==> src/hw/rtl/gdcr_pkg.sv <==
// Shared types, constants and codes for the grid DDA column ray caster.
package gdcr_pkg;

	localparam int MAP_CELLS    = 4096;
	localparam int MAX_COLUMNS  = 1024;
	localparam int NUM_TEXTURES = 10;
	localparam int QUEUE_DEPTH  = 2;
	localparam int QW           = $clog2(QUEUE_DEPTH);
	localparam int DIV_NW       = 25;
	localparam int DIV_DW       = 34;

	localparam logic [24:0] DELTA_INF = 25'h1000000;
	localparam logic [24:0] RECIP_NUM = 25'h0400000;

	localparam logic [1:0] REQ_WRITE = 2'd0;
	localparam logic [1:0] REQ_CLEAR = 2'd1;
	localparam logic [1:0] REQ_CAST  = 2'd2;

	localparam logic [2:0] CFG_SCREEN_W = 3'd0;
	localparam logic [2:0] CFG_SCREEN_H = 3'd1;
	localparam logic [2:0] CFG_MAP_W    = 3'd2;
	localparam logic [2:0] CFG_MAP_H    = 3'd3;
	localparam logic [2:0] CFG_TEX_W    = 3'd4;

	typedef struct packed {
		logic [1:0]         req_type;
		logic [9:0]         column;
		logic [13:0]        pos_x;
		logic [13:0]        pos_y;
		logic signed [15:0] dir_x;
		logic signed [15:0] dir_y;
		logic [11:0]        cell_index;
		logic [3:0]         cell_value;
	} req_t;

	typedef struct packed {
		logic               drawn;
		logic [9:0]         out_column;
		logic signed [15:0] draw_start;
		logic [15:0]        line_height;
		logic [3:0]         tex_index;
		logic [7:0]         tex_column;
		logic [15:0]        wall_distance;
		logic               hit_side;
	} rsp_t;

	typedef struct packed {
		logic [10:0] screen_width;
		logic [10:0] screen_height;
		logic [6:0]  map_width;
		logic [6:0]  map_height;
		logic [8:0]  tex_width;
	} cfg_t;

	typedef enum logic [1:0] {
		OP_WRITE,
		OP_CLEAR,
		OP_CAST
	} op_t;

	typedef struct packed {
		op_t  op;
		logic col_ok;
		req_t req;
	} work_t;

	typedef enum logic [4:0] {
		BS_INIT,
		BS_IDLE,
		BS_CLEAR,
		BS_CAM,
		BS_RAY,
		BS_DXS,
		BS_DX,
		BS_DYS,
		BS_DY,
		BS_SIDE,
		BS_STEP,
		BS_ADDR,
		BS_READ,
		BS_CHECK,
		BS_CMP,
		BS_LH,
		BS_TEX1,
		BS_TEX2,
		BS_OUT
	} back_state_t;

endpackage

==> src/hw/rtl/gdcr_front.sv <==
// Front end: accept request words, classify them and queue them for the back end.
module gdcr_front (
	input  logic            clk,
	input  logic            arst_n,
	input  gdcr_pkg::cfg_t  cfg,
	input  logic            hold,
	input  logic            req_valid,
	output logic            req_stall,
	input  gdcr_pkg::req_t  req,
	output logic            q_valid,
	output gdcr_pkg::work_t q_word,
	input  logic            q_pop
);

	gdcr_pkg::work_t         mem_q [gdcr_pkg::QUEUE_DEPTH];
	logic [gdcr_pkg::QW-1:0] wr_ptr_q;
	logic [gdcr_pkg::QW-1:0] rd_ptr_q;
	logic [gdcr_pkg::QW:0]   cnt_q;
	logic                    full;
	logic                    accept;
	logic                    push;
	logic                    do_pop;
	logic [10:0]             width_eff;
	gdcr_pkg::work_t         cls;

	assign full      = cnt_q == (gdcr_pkg::QW+1)'(gdcr_pkg::QUEUE_DEPTH);
	assign req_stall = full || hold;
	assign accept    = req_valid && !req_stall;
	// drop unknown request codes here
	assign push      = accept && (req.req_type != 2'd3);
	assign do_pop    = q_pop && (cnt_q != '0);
	assign width_eff = (cfg.screen_width == '0) ? 11'd1 : cfg.screen_width;

	always_comb begin
		cls        = '0;
		cls.req    = req;
		cls.col_ok = {1'b0, req.column} < width_eff;
		unique case (req.req_type)
			gdcr_pkg::REQ_WRITE: cls.op = gdcr_pkg::OP_WRITE;
			gdcr_pkg::REQ_CLEAR: cls.op = gdcr_pkg::OP_CLEAR;
			default:             cls.op = gdcr_pkg::OP_CAST;
		endcase
	end

	always_ff @(posedge clk or negedge arst_n) begin
		if (!arst_n) begin
			wr_ptr_q <= '0;
			rd_ptr_q <= '0;
			cnt_q    <= '0;
		end else begin
			if (push) wr_ptr_q <= wr_ptr_q + 1'b1;
			if (do_pop) rd_ptr_q <= rd_ptr_q + 1'b1;
			if (push && !do_pop) cnt_q <= cnt_q + 1'b1;
			else if (do_pop && !push) cnt_q <= cnt_q - 1'b1;
		end
	end

	always_ff @(posedge clk) begin
		if (push) mem_q[wr_ptr_q] <= cls;
	end

	assign q_valid = cnt_q != '0;
	assign q_word  = mem_q[rd_ptr_q];

endmodule

==> config.mk <==
export PLATFORM = sky130hd
export DESIGN_NAME = gdcr_front
export DESIGN_NICKNAME = d
export VERILOG_FILES = /design/src/hw/rtl/gdcr_pkg.sv /design/src/hw/rtl/gdcr_front.sv
export SDC_FILE = /design/constraint.sdc
export NUM_CORES = 1
export LEC_CHECK = 0
export CORE_UTILIZATION = 39
export CTS_BUF_LIST = sky130_fd_sc_hd__clkbuf_8
export DETAILED_ROUTE_END_ITERATION = 6
export DONT_BUFFER_PORTS = 1
export GPL_TIMING_DRIVEN = 1
export HOLD_SLACK_MARGIN = 0.02
export SYNTH_ARGS = -nofsm -noshare
export SYNTH_HDL_FRONTEND = slang
export SYNTH_SLANG_ARGS = --single-unit
==> constraint.sdc <==
create_clock -name clk -period 11.25 [get_ports clk]
set_clock_uncertainty 0.15 [all_clocks]
set_input_delay 0.5625 -clock clk [delete_from_list [all_inputs] [get_ports clk]]
set_output_delay 0.5625 -clock clk [all_outputs]
set_load 0.1 [all_outputs]
==> out/summary.txt <==
Commonest register cell after synthesis: sky130_fd_sc_hd__edfxtp_1
Final Wtd Congestion: 0.718
Slowest cell on the critical path: sky130_fd_sc_hd__mux2_1
Worst-case headroom to the max-slew limit: 35.5%
Pre-Repair DR Iteration Count: 4
Vertical die dimension: 136 µm
CP Capture Point: q_word[6]
Placement-stage worst setup slack: 8.10 ns
Share of the clock period used by the worst path: 31.8%
Top cells by area in the synthesized netlist: sky130_fd_sc_hd__edfxtp_1, sky130_fd_sc_hd__mux2_1, sky130_fd_sc_hd__ha_1
CTS buffer count: 17
Horizontal die dimension: 136 µm
Number of flops mapped to enable cells by yosys: 182
Area share of the largest cell type after synthesis: 77.5%
Placed wire-length estimate after detailed placement: 7840 µm
Number of global-route vias before repair: 3,443
Number of antenna diodes: 0
Unrepaired setup endpoints after global routing: false
Final count of negative-setup-slack endpoints: 0
Average routed wire per standard cell: 18.6 µm
Number of buffers inserted by post-CTS setup repair: 0
Latest clock arrival within the worst-skew pair: 0.44 ns
Combined global-route utilization of all metal layers: 13.7%
Number of DRC markers after the initial detailed-route iteration: 145
Reg2Reg Depth: 5
Distinct cells, synth: 29
Number of storage elements in the synthesis netlist: 186
Number of cells produced by synthesis: 341
Post-synthesis async set-or-reset flop share: 2.15%
Site Rows: 48
Total count of max-transition violations in the final report: 0
Worst path required time: 10.54 ns
Setup slack, reg-to-reg: 8.61 ns
Antenna Nets Post-Route: 0
Routed WL: 12,900 µm
Worst-path clk slew: 0.09 ns
Post-DP Area: 7300 µm²
Number of H-tree levels: 4
Arrival time worst endpoint: 2.86 ns
Syn Area/Cell: 20.7 µm²
Capturing point of the worst reg2reg path: mem_q[1][64]
Top-level I/O count: 231
Worst hold path class: in2reg
Std-Cell Core Area: 17,500 µm²
Final TNS setup: 0 ns
Critical Path End Type: output port
Post-layout net count: 603
Number of buffers on the longest clock path: 2
Maximum number of pins on one net before global-route repair: 68
Launching element of the worst setup path: rd_ptr_q
Crit path time final: 3.58 ns
Layout-stage area growth over the synthesis result: 24.0%
Outcome: complete, no violations
Most common cell in the netlist: sky130_fd_sc_hd__edfxtp_1
Pin slew with the least headroom to its limit: 0.970 ns
Sequential-to-total area share from yosys stat: 79.0%
Worst path setup slack after routing: 7.67 ns
Synthesis Warnings: 0
Critical path's largest stage delay: 0.90 ns
Number of vias per cell: 4.86
Cell at the root of the clock tree: sky130_fd_sc_hd__clkbuf_8
Post-route worst hold slack: 0.156 ns
Commonest cells in the netlist: sky130_fd_sc_hd__edfxtp_1, sky130_fd_sc_hd__mux2_1, sky130_fd_sc_hd__inv_1, sky130_fd_sc_hd__mux2_2, sky130_fd_sc_hd__ha_1
Count of endpoints failing hold in the final timing report: 0
Crit-path cells: buf_4, mux2_1
# port buffers: 0
Min-Delay Startpoint: q_pop
CP max FO: 59
Clock tree from TritonCTS: built
Drc violations: 0
Synth Cell Area: 7050 µm²
Overall die area: 18,600 µm²
Global-route wire length before repair: 18,500 µm
Critical register-to-register path startpoint: cnt_q[0]
Library cell occupying the most area in the post-synthesis netlist: sky130_fd_sc_hd__edfxtp_1
Fraction of layout instances using a drive strength above 1: 11.1%
Startpoint-to-endpoint class of the critical path: reg2out
Antenna violations before repair: 0
Net count after synthesis: 489
Worst setup SP type: flip-flop
Number of maximum-capacitance violations: 0
Clk sinks: 186
Final global-route overflow total: 0
Initial core utilization: 40.3%
Vias: 3,362
FMAX: 280 MHz
Design Area, Final: 8740 µm²
[per-stage QoR]
stage | instances | util (%)
2_1_floorplan | 341 | -
5_1_grt | 692 | 50.0
6_report | 692 | 50.0
3_3_place_gp | 559 | 41.8
4_1_cts | 645 | 47.3
3_5_place_dp | 559 | 41.8
[placed cells by master, fill, tap and decap left out, drive strengths merged, types with 2 or more instances in the layout]
master         n
buf            4
inv           17
nor2b          2
dlygate4sd3  102
ha            10
dfrtp          4
xor2           3
a21o           3
clkbuf        17
a31oi          2
a21oi          4
xnor2          2
nor4           2
clkinv         3
bufinv         3
edfxtp       182
clkinvlp       2
nand3          2
mux2          91
nand2          2
[cell families (layout without fill, tap and decap cells)]
group / after synthesis / count (layout) / synth area share, %
XOR/XNOR: 5 / 5 / 0.621
flip-flops: 186 / 186 / 79.0
adder cells (fa/ha/maj): 10 / 10 / 1.78
AND/OR/NAND/NOR: 16 / 16 / 1.37
buffers and inverters: 22 / 148 / 1.63
AO/OA/AOI/OAI: 11 / 11 / 1.10
multiplexers: 91 / 91 / 14.5
[sequential cells by signal, summed over array words and instances, names as in the netlist]
register and flops:
rd_ptr_q 1, wr_ptr_q 1, mem_q 182, cnt_q 2
[per-layer routing]
metal  track usage (%)  wire [µm]  vias to the layer above
li1                  -          -                     1559
met1              15.9       5250                     1658
met2              22.5       6380                      133
met3              5.33       1040                       12
met4              6.11        190                        0
met5                 0          0                        -
[area by class of cell]
class | count | area, µm²
clock buffers | 17 | 234
clock inverters | 14 | 186
fillers | 1472 | 8740
inverters | 11 | 41.3
multi-input cells | 133 | 1380
flip-flops and latches | 186 | 5570
well taps | 225 | 282
repair buffers | 106 | 1050
[worst min-delay path by stage]
stage                        end  slack [ns]  cells past startpoint
floorplan               cnt_q[0]        0.12                      0
global placement        cnt_q[1]        0.12                      0
detailed placement      cnt_q[0]        0.12                      0
CTS                 mem_q[0][64]        0.02                      0
global route        mem_q[0][89]        0.12                      1
finish                  rd_ptr_q        0.16                      2
[repair_timing]
item | in CTS | in global routing
hold buffers | 55 | 47
endpoints found under the hold margin | 99 | 82
resized for setup | 0 | 0
[critical path, delay by kind of cell (launching register included)]
kind	cells	cell delay (ns)
buffers and inverters	1	0.72
flip-flops	1	0.75
multiplexers	1	0.90
Power is left out: the tool's default activity adds up to more than one toggle a clock period on the data nets, which glitch-free logic cannot reach.
